## config.mk

```make
export PLATFORM = sky130hd
export DESIGN_NAME = multilevel_thermal_throttle_unit
export DESIGN_NICKNAME = d
export VERILOG_FILES = /design/src/rtl/mtt_pkg.sv /design/src/rtl/mtt_regs.sv /design/src/rtl/mtt_core.sv /design/src/rtl/multilevel_thermal_throttle_unit.sv
export SDC_FILE = /design/constraint.sdc
export NUM_CORES = 1
export LEC_CHECK = 0
export ABC_AREA = 0
export BUFFER_PORTS_ARGS = -buffer_cell sky130_fd_sc_hd__buf_2
export CAP_MARGIN = 10
export CORE_AREA = 2 2 152 154
export DETAILED_ROUTE_END_ITERATION = 7
export DIE_AREA = 0 0 154 156
export PLACE_DENSITY = 0.77
export SKIP_CTS_REPAIR_TIMING = 1
export SLEW_MARGIN = 20
export SYNTH_ARGS = -nofsm -noshare
export SYNTH_HDL_FRONTEND = slang
export SYNTH_SLANG_ARGS = --single-unit
```

## constraint.sdc

```tcl
create_clock -name clk -period 10.05 [get_ports clk]
set_input_delay 1.005 -clock clk [delete_from_list [all_inputs] [get_ports clk]]
set_output_delay 1.005 -clock clk [all_outputs]
set_load 0.05 [all_outputs]
```

## src/rtl/mtt_pkg.sv

```systemverilog
package mtt_pkg;

  localparam int TEMP_W = 9;
  localparam int FREQ_W = 22;
  localparam int LVL_W  = 2;
  localparam int ADDR_W = 5;
  localparam int DATA_W = 32;

  localparam logic [TEMP_W-1:0] SENSOR1_SANE_MAX = 9'd150;

  localparam logic [TEMP_W-1:0] RST_SHUTDOWN_LEVEL = 9'd80;
  localparam logic [TEMP_W-1:0] RST_MAX_TRIP       = 9'd75;
  localparam logic [TEMP_W-1:0] RST_MAX_CLEAR      = 9'd71;
  localparam logic [TEMP_W-1:0] RST_MID_TRIP       = 9'd72;
  localparam logic [TEMP_W-1:0] RST_MID_CLEAR      = 9'd67;
  localparam logic [TEMP_W-1:0] RST_LOW_TRIP       = 9'd70;
  localparam logic [TEMP_W-1:0] RST_LOW_CLEAR      = 9'd64;
  localparam logic [FREQ_W-1:0] RST_FALLBACK       = 22'd1512000;

  localparam logic [LVL_W-1:0] LVL_NONE = 2'd0;
  localparam logic [LVL_W-1:0] LVL_LOW  = 2'd1;
  localparam logic [LVL_W-1:0] LVL_MID  = 2'd2;
  localparam logic [LVL_W-1:0] LVL_MAX  = 2'd3;

  typedef enum logic [2:0] {
    REG_SHUTDOWN_LEVEL   = 3'd0,
    REG_MAX_TRIP         = 3'd1,
    REG_MAX_CLEAR        = 3'd2,
    REG_MID_TRIP         = 3'd3,
    REG_MID_CLEAR        = 3'd4,
    REG_LOW_TRIP         = 3'd5,
    REG_LOW_CLEAR        = 3'd6,
    REG_FALLBACK_CEILING = 3'd7
  } reg_idx_t;

  typedef struct packed {
    logic [TEMP_W-1:0] shutdown_level;
    logic [TEMP_W-1:0] max_trip;
    logic [TEMP_W-1:0] max_clear;
    logic [TEMP_W-1:0] mid_trip;
    logic [TEMP_W-1:0] mid_clear;
    logic [TEMP_W-1:0] low_trip;
    logic [TEMP_W-1:0] low_clear;
    logic [FREQ_W-1:0] fallback_ceiling;
  } cfg_t;

  typedef struct packed {
    logic [TEMP_W-1:0] temp_a;
    logic [TEMP_W-1:0] temp_b;
    logic              fail_a;
    logic              fail_b;
    logic              display_off;
    logic [FREQ_W-1:0] present_ceiling;
  } item_t;

  typedef struct packed {
    logic              apply_limit;
    logic [LVL_W-1:0]  limit_code;
    logic [FREQ_W-1:0] restore_freq;
    logic              used_fallback;
    logic              wake_cores;
    logic              power_off;
    logic [LVL_W-1:0]  new_level;
    logic              chosen_sensor;
    logic [TEMP_W-1:0] used_temp;
    logic              skipped;
  } result_t;

endpackage

```

## src/rtl/mtt_regs.sv

```systemverilog
module mtt_regs
  import mtt_pkg::*;
(
  input  logic              clk,
  input  logic              rst_n,
  input  logic              psel,
  input  logic              penable,
  input  logic              pwrite,
  input  logic [ADDR_W-1:0] paddr,
  input  logic [DATA_W-1:0] pwdata,
  output logic [DATA_W-1:0] prdata,
  output logic              pready,
  output cfg_t              cfg
);

  cfg_t     cfg_r;
  cfg_t     cfg_nxt;
  reg_idx_t idx;
  logic     wr_en;

  assign idx    = reg_idx_t'(paddr[ADDR_W-1:2]);
  assign wr_en  = psel & penable & pwrite;
  assign pready = 1'b1;
  assign cfg    = cfg_r;

  always_comb begin
    cfg_nxt = cfg_r;
    if (wr_en) begin
      unique case (idx)
        REG_SHUTDOWN_LEVEL:   cfg_nxt.shutdown_level   = pwdata[TEMP_W-1:0];
        REG_MAX_TRIP:         cfg_nxt.max_trip         = pwdata[TEMP_W-1:0];
        REG_MAX_CLEAR:        cfg_nxt.max_clear        = pwdata[TEMP_W-1:0];
        REG_MID_TRIP:         cfg_nxt.mid_trip         = pwdata[TEMP_W-1:0];
        REG_MID_CLEAR:        cfg_nxt.mid_clear        = pwdata[TEMP_W-1:0];
        REG_LOW_TRIP:         cfg_nxt.low_trip         = pwdata[TEMP_W-1:0];
        REG_LOW_CLEAR:        cfg_nxt.low_clear        = pwdata[TEMP_W-1:0];
        REG_FALLBACK_CEILING: cfg_nxt.fallback_ceiling = pwdata[FREQ_W-1:0];
        default:              cfg_nxt = cfg_r;
      endcase
    end
  end

  always_comb begin
    unique case (idx)
      REG_SHUTDOWN_LEVEL:   prdata = DATA_W'(cfg_r.shutdown_level);
      REG_MAX_TRIP:         prdata = DATA_W'(cfg_r.max_trip);
      REG_MAX_CLEAR:        prdata = DATA_W'(cfg_r.max_clear);
      REG_MID_TRIP:         prdata = DATA_W'(cfg_r.mid_trip);
      REG_MID_CLEAR:        prdata = DATA_W'(cfg_r.mid_clear);
      REG_LOW_TRIP:         prdata = DATA_W'(cfg_r.low_trip);
      REG_LOW_CLEAR:        prdata = DATA_W'(cfg_r.low_clear);
      REG_FALLBACK_CEILING: prdata = DATA_W'(cfg_r.fallback_ceiling);
      default:              prdata = '0;
    endcase
  end

  always_ff @(posedge clk) begin
    if (!rst_n) begin
      cfg_r.shutdown_level   <= RST_SHUTDOWN_LEVEL;
      cfg_r.max_trip         <= RST_MAX_TRIP;
      cfg_r.max_clear        <= RST_MAX_CLEAR;
      cfg_r.mid_trip         <= RST_MID_TRIP;
      cfg_r.mid_clear        <= RST_MID_CLEAR;
      cfg_r.low_trip         <= RST_LOW_TRIP;
      cfg_r.low_clear        <= RST_LOW_CLEAR;
      cfg_r.fallback_ceiling <= RST_FALLBACK;
    end else begin
      cfg_r <= cfg_nxt;
    end
  end

endmodule

```

## src/rtl/mtt_core.sv

```systemverilog
module mtt_core
  import mtt_pkg::*;
(
  input  logic    clk,
  input  logic    rst_n,
  input  logic    en,
  input  cfg_t    cfg,
  input  item_t   item,
  output result_t res
);

  logic [LVL_W-1:0]  level_r, level_nxt;
  logic [FREQ_W-1:0] saved_r, saved_nxt;

  logic [TEMP_W-1:0] ta, tb, temp;
  logic              a_only, a_gt, skip, poff;
  logic [LVL_W-1:0]  lvl_in, lvl_out;

  always_comb begin
    ta     = item.fail_a ? '0 : item.temp_a;
    tb     = item.fail_b ? '0 : item.temp_b;
    skip   = item.fail_a & item.fail_b;
    a_only = item.display_off | (tb > SENSOR1_SANE_MAX);
    a_gt   = ta > tb;
    temp   = (a_only | a_gt) ? ta : tb;
    poff   = temp >= cfg.shutdown_level;
    lvl_in = poff ? LVL_MAX : level_r;
  end

  always_comb begin
    res               = '0;
    res.power_off     = poff;
    res.chosen_sensor = ~(a_only | a_gt);
    res.used_temp     = temp;
    lvl_out           = lvl_in;
    priority if (temp >= cfg.low_trip && temp < cfg.mid_trip && lvl_in == LVL_NONE) begin
      res.apply_limit = 1'b1;
      res.limit_code  = LVL_LOW;
      lvl_out         = LVL_LOW;
    end else if (temp < cfg.low_clear && lvl_in != LVL_NONE) begin
      res.apply_limit = 1'b1;
      res.limit_code  = LVL_NONE;
      res.wake_cores  = 1'b1;
      lvl_out         = LVL_NONE;
      if (saved_r != '0) begin
        res.restore_freq = saved_r;
      end else begin
        res.restore_freq  = cfg.fallback_ceiling;
        res.used_fallback = 1'b1;
      end
    end else if (temp >= cfg.mid_trip && temp < cfg.max_trip && lvl_in < LVL_MID) begin
      res.apply_limit = 1'b1;
      res.limit_code  = LVL_MID;
      lvl_out         = LVL_MID;
    end else if (temp < cfg.mid_clear && lvl_in > LVL_LOW) begin
      res.apply_limit = 1'b1;
      res.limit_code  = LVL_LOW;
      lvl_out         = LVL_LOW;
    end else if (temp >= cfg.max_trip) begin
      res.apply_limit = 1'b1;
      res.limit_code  = LVL_MAX;
      lvl_out         = LVL_MAX;
    end else if (temp < cfg.max_clear && lvl_in == LVL_MAX) begin
      res.apply_limit = 1'b1;
      res.limit_code  = LVL_MID;
      lvl_out         = LVL_MID;
    end
    res.new_level = lvl_out;
    if (skip) begin
      res           = '0;
      res.new_level = level_r;
      res.skipped   = 1'b1;
    end
  end

  always_comb begin
    level_nxt = level_r;
    saved_nxt = saved_r;
    if (en && !skip) begin
      level_nxt = lvl_out;
      if (lvl_in == LVL_NONE) begin
        saved_nxt = item.present_ceiling;
      end
    end
  end

  always_ff @(posedge clk) begin
    if (!rst_n) begin
      level_r <= LVL_NONE;
      saved_r <= '0;
    end else begin
      level_r <= level_nxt;
      saved_r <= saved_nxt;
    end
  end

endmodule

```

## src/rtl/multilevel_thermal_throttle_unit.sv

```systemverilog
// Three-level thermal throttle with hysteresis.
// Input channel (in_valid / in_stall): one sample beat per tick while in_stall
// is low, with two sensor temperatures, read-fail flags, screen-blank flag and present
// frequency ceiling. Output channel (out_valid / out_stall): exactly one
// result beat per sample, in order.
// Thresholds and fallback ceiling sit on the APB port at byte address
// 4*index; write them only while no beat is in flight.
// An accepted beat waits in the input register; its result then moves to the result register, which drives out_valid.
// Throughput: one beat per cycle while out_stall is low; the decision reads the
// level and saved ceiling left by the previous beat through one comparator/priority
// stage between the input register and the result register.
// Reset (rst_n low, synchronous): pipeline empty, level 0, saved ceiling 0,
// registers at their defaults.
// Stall: a stalled result holds; the input register keeps taking one more
// beat, then in_stall rises until the result drains.
module multilevel_thermal_throttle_unit
  import mtt_pkg::*;
(
  input  logic              clk,
  input  logic              rst_n,
  input  logic              psel,
  input  logic              penable,
  input  logic              pwrite,
  input  logic [ADDR_W-1:0] paddr,
  input  logic [DATA_W-1:0] pwdata,
  output logic [DATA_W-1:0] prdata,
  output logic              pready,
  input  logic              in_valid,
  output logic              in_stall,
  input  logic [TEMP_W-1:0] in_temp_a,
  input  logic [TEMP_W-1:0] in_temp_b,
  input  logic              in_fail_a,
  input  logic              in_fail_b,
  input  logic              in_display_off,
  input  logic [FREQ_W-1:0] in_present_ceiling,
  output logic              out_valid,
  input  logic              out_stall,
  output logic              out_apply_limit,
  output logic [LVL_W-1:0]  out_limit_code,
  output logic [FREQ_W-1:0] out_restore_freq,
  output logic              out_used_fallback,
  output logic              out_wake_cores,
  output logic              out_power_off,
  output logic [LVL_W-1:0]  out_new_level,
  output logic              out_chosen_sensor,
  output logic [TEMP_W-1:0] out_used_temp,
  output logic              out_skipped
);

  cfg_t    cfg;
  item_t   s1_item_r;
  logic    s1_valid_r, s1_valid_nxt;
  logic    out_valid_r, out_valid_nxt;
  result_t res;
  result_t res_r;
  logic    advance, accept;

  mtt_regs u_regs (
    .clk     (clk),
    .rst_n   (rst_n),
    .psel    (psel),
    .penable (penable),
    .pwrite  (pwrite),
    .paddr   (paddr),
    .pwdata  (pwdata),
    .prdata  (prdata),
    .pready  (pready),
    .cfg     (cfg)
  );

  mtt_core u_core (
    .clk   (clk),
    .rst_n (rst_n),
    .en    (advance),
    .cfg   (cfg),
    .item  (s1_item_r),
    .res   (res)
  );

  assign advance       = s1_valid_r & (~out_valid_r | ~out_stall);
  assign in_stall      = s1_valid_r & ~advance;
  assign accept        = in_valid & ~in_stall;
  assign s1_valid_nxt  = accept | (s1_valid_r & ~advance);
  assign out_valid_nxt = advance | (out_valid_r & out_stall);

  always_ff @(posedge clk) begin
    if (!rst_n) begin
      s1_valid_r  <= 1'b0;
      out_valid_r <= 1'b0;
    end else begin
      s1_valid_r  <= s1_valid_nxt;
      out_valid_r <= out_valid_nxt;
    end
  end

  always_ff @(posedge clk) begin
    if (accept) begin
      s1_item_r.temp_a          <= in_temp_a;
      s1_item_r.temp_b          <= in_temp_b;
      s1_item_r.fail_a          <= in_fail_a;
      s1_item_r.fail_b          <= in_fail_b;
      s1_item_r.display_off     <= in_display_off;
      s1_item_r.present_ceiling <= in_present_ceiling;
    end
    if (advance) begin
      res_r <= res;
    end
  end

  assign out_valid         = out_valid_r;
  assign out_apply_limit   = res_r.apply_limit;
  assign out_limit_code    = res_r.limit_code;
  assign out_restore_freq  = res_r.restore_freq;
  assign out_used_fallback = res_r.used_fallback;
  assign out_wake_cores    = res_r.wake_cores;
  assign out_power_off     = res_r.power_off;
  assign out_new_level     = res_r.new_level;
  assign out_chosen_sensor = res_r.chosen_sensor;
  assign out_used_temp     = res_r.used_temp;
  assign out_skipped       = res_r.skipped;

endmodule

```

==> run metrics <==
status=finished, final reports clean; area growth from synthesis to layout=15.61%; synthesized area=9882 um^2; arrival time worst endpoint=5.99 ns; Final Util=51.08%; global-route wire length before repair=41210 um; FILL cells=2009; top-area cell type share of the netlist area=25.53%; reg-to-reg critical path endpoint=out_limit_code[1]$_SDFFCE_PP0P_; DRT iter0 DRCs=839; Worst Setup SP=s1_item_r[24]$_DFFE_PP_; H-tree depth=4; R2R depth=18; final setup violation count=0; routed length per instance=18.35 um; Max Cap Viol=0; synth unique cells=59; Synth warnings=0; max_slew headroom=23.40%; type of origin of the critical path=flop; Hold Path Class=flop to flop; num ports=163; max-slew violation count=0; LEAKAGE=4.542 nW; Comb power frac=17.4%; Root Driver=clkbuf_16; NetSw=0.5862 mW; Final period util=57.28%; commonest non-fill, non-tap cell in the layout=nand2_1; internal power=1.324 mW; Final HPWL DP=19380 um; CTS tree=built; Worst Setup Path Type=flop to flop; Tot Pwr=1.910 mW; Final Hold Fails=0; clock sink count=195; Core Rows=55; R2R Setup Slk=4.29 ns; Min-Delay Path Depth=2; die area=24020 um^2; largest cells by area after synthesis=edfxtp_1 (26%), dfxtp_1 (22%), ha_1 (8.6%); worst vdd ir=0.0001053 V; Worst Path Max Fanout=21; vias=8019; vias in the first global route=7540; syn_area_per_cell=9.411 um^2; Layout Skew=0.01175 ns; clock slew at reported path FFs=0.08 ns; Most used DFF post-synth=dfxtp_1; worst r2r src=s1_item_r[24]$_DFFE_PP_; GRT overflow=0; Final nets=1315; clock buffer depth=2; Power Density=167.2 nW/um^2; RSZ-0062 raised after global routing=no; largest net degree at the start of global routing=113; register share of total power=45.9%; setup TNS=0 ns; Worst setup EP type=flop; Min Clock Period, post-route=5.757 ns; Switching Share=30.69%; number of synthesized flops with an enable pin=84; f_max=0.1737 GHz; worst endpoint required time=10.28 ns; critical path capture point=out_limit_code[1]$_SDFFCE_PP0P_; Seq/Total Area, Yosys=48.01%; residual DRC count=0; GP Congestion=0.8910; Initial Util=44.18%; DIE WIDTH=154 um; Num CTS Buffers=17; Vias/cell=5.492; area of the core=22370 um^2; share of cells above drive strength 1=17.22%; clock share of power=36.7%; DR pass1 iterations=5; Antenna Nets Post-Route=0; port bufs=139; Slew @ Worst Pin=1.143 ns; final WL=26790 um; Gate Count Post-Synth=1050; most frequent cells in the layout=nand2_1 (182), buf_2 (139), dfxtp_1 (111); flops & latches, synth=195; Chip Height=156 um; worst skew pair latency=0.44 ns; post-synth top area cell=edfxtp_1; initial antenna violation count=3; asr flop ratio synth=0%; gr usage total=22.17%
## metal layers
metal / GRT usage, % / vias to the layer above / part of all wire (%)
met4: 9.123 / 0 / 3.2
li1: - / 3871 / -
met5: 0 / - / 0
met1: 30.97 / 3761 / 44
met2: 33.29 / 329 / 44
met3: 5.000 / 58 / 7.9
## worst max-delay path, cell delays in order (launching register included)
cell and delay (ns):
edfxtp_1 0.55, nor2b_1 0.30, ha_1 0.31, a21oi_1 0.16, o21a_1 0.16, o211ai_1 0.11, o21a_1 0.42, nor2_1 0.36
mux2_2 0.52, ha_1 0.32, o21ai_0 0.08, a21oi_1 0.16, a21oi_1 0.25, nor2b_1 0.30, a211oi_1 0.39, o21ai_0 0.30
nor3_1 0.30, o21bai_1 0.11, a2111oi_2 0.41
## power groups by stage
stage	combinational (mW)	sequential, mW	clock (mW)
finish	0.332	0.877	0.701
global route	0.360	0.880	0.739
CTS	0.326	0.877	0.710
detailed placement	0.323	0.895	0
global placement	0.317	0.894	0
floorplan	0.196	0.927	0
## logic make-up after synthesis
kind of cell               after synthesis  synth area share (%)
buffers and inverters                  137                 5.660
other                                    2               0.07600
xor gates and xnor gates                 1               0.08865
AOI/OAI and AO/OA                      242                 16.78
adders and majority gates               68                 8.610
DFF                                    195                 48.01
muxes                                   31                 3.305
and+or+nand+nor                        374                 17.47
## state kept, by name, summed over array words and instances (netlist names)
name               cells
u_regs.cfg            85
s1_item_r             43
out_restore_freq      22
u_core.saved_r        22
out_used_temp          9
out_limit_code         2
out_new_level          2
u_core.level_r         2
out_apply_limit        1
out_chosen_sensor      1
out_power_off          1
out_skipped            1
out_used_fallback      1
out_valid              1
out_wake_cores         1
s1_valid_r             1
## synthesized netlist by cell type, drive strengths merged (10+ instances only)
| library cell | number |
|---|---|
| a21boi | 60 |
| a21o | 15 |
| a21oi | 48 |
| a221oi | 10 |
| and2 | 16 |
| buf | 17 |
| clkbuf | 53 |
| dfxtp | 111 |
| edfxtp | 84 |
| ha | 68 |
| inv | 66 |
| mux2i | 27 |
| nand2 | 182 |
| nand2b | 10 |
| nand3 | 19 |
| nand4 | 14 |
| nor2 | 60 |
| nor2b | 41 |
| o211ai | 21 |
| o21ai | 30 |
| o31ai | 15 |
## area by class of cell
type | instances | area (um^2) | share of cell area (%)
flip-flops and latches | 195 | 4745 | 41.53
multi-input cells | 727 | 4653 | 40.73
repair buffers | 152 | 809.5 | 7.086
clock buffers | 17 | 425.4 | 3.724
well taps | 285 | 356.6 | 3.121
inverters | 67 | 251.5 | 2.201
clock inverters | 15 | 178.9 | 1.566
diodes | 2 | 5.005 | 0.04381
## worst min-delay path by stage
stage                                     start  slack [ns]                     endpoint
detailed placement  u_regs.cfg[65]$_SDFFE_PN0P_        0.46  u_regs.cfg[65]$_SDFFE_PN0P_
global route        u_regs.cfg[62]$_SDFFE_PN0P_        0.49  u_regs.cfg[62]$_SDFFE_PN0P_
finish              u_regs.cfg[62]$_SDFFE_PN0P_        0.47  u_regs.cfg[62]$_SDFFE_PN0P_
CTS                 u_regs.cfg[65]$_SDFFE_PN0P_        0.48  u_regs.cfg[65]$_SDFFE_PN0P_
global placement    u_regs.cfg[66]$_SDFFE_PN0P_        0.45  u_regs.cfg[66]$_SDFFE_PN0P_
floorplan           u_regs.cfg[62]$_SDFFE_PN0P_        0.44  u_regs.cfg[62]$_SDFFE_PN0P_
## through the flow
| stage | setup slack (ns) | cells | hold WS, ns | area [um^2] |
|---|---|---|---|---|
| after global placement | 4.540 | 1424 | 0.4537 | 10770 |
| after global routing | 3.889 | 1459 | 0.4882 | 11420 |
| after CTS | 4.368 | 1456 | 0.4756 | 11380 |
| after detailed placement | 4.413 | 1424 | 0.4646 | 10780 |
| after floorplan | 5.278 | 1059 | 0.4435 | 9916 |
| final | 4.293 | 1460 | 0.4742 | 11420 |
Power figures use the tool's default switching activity.
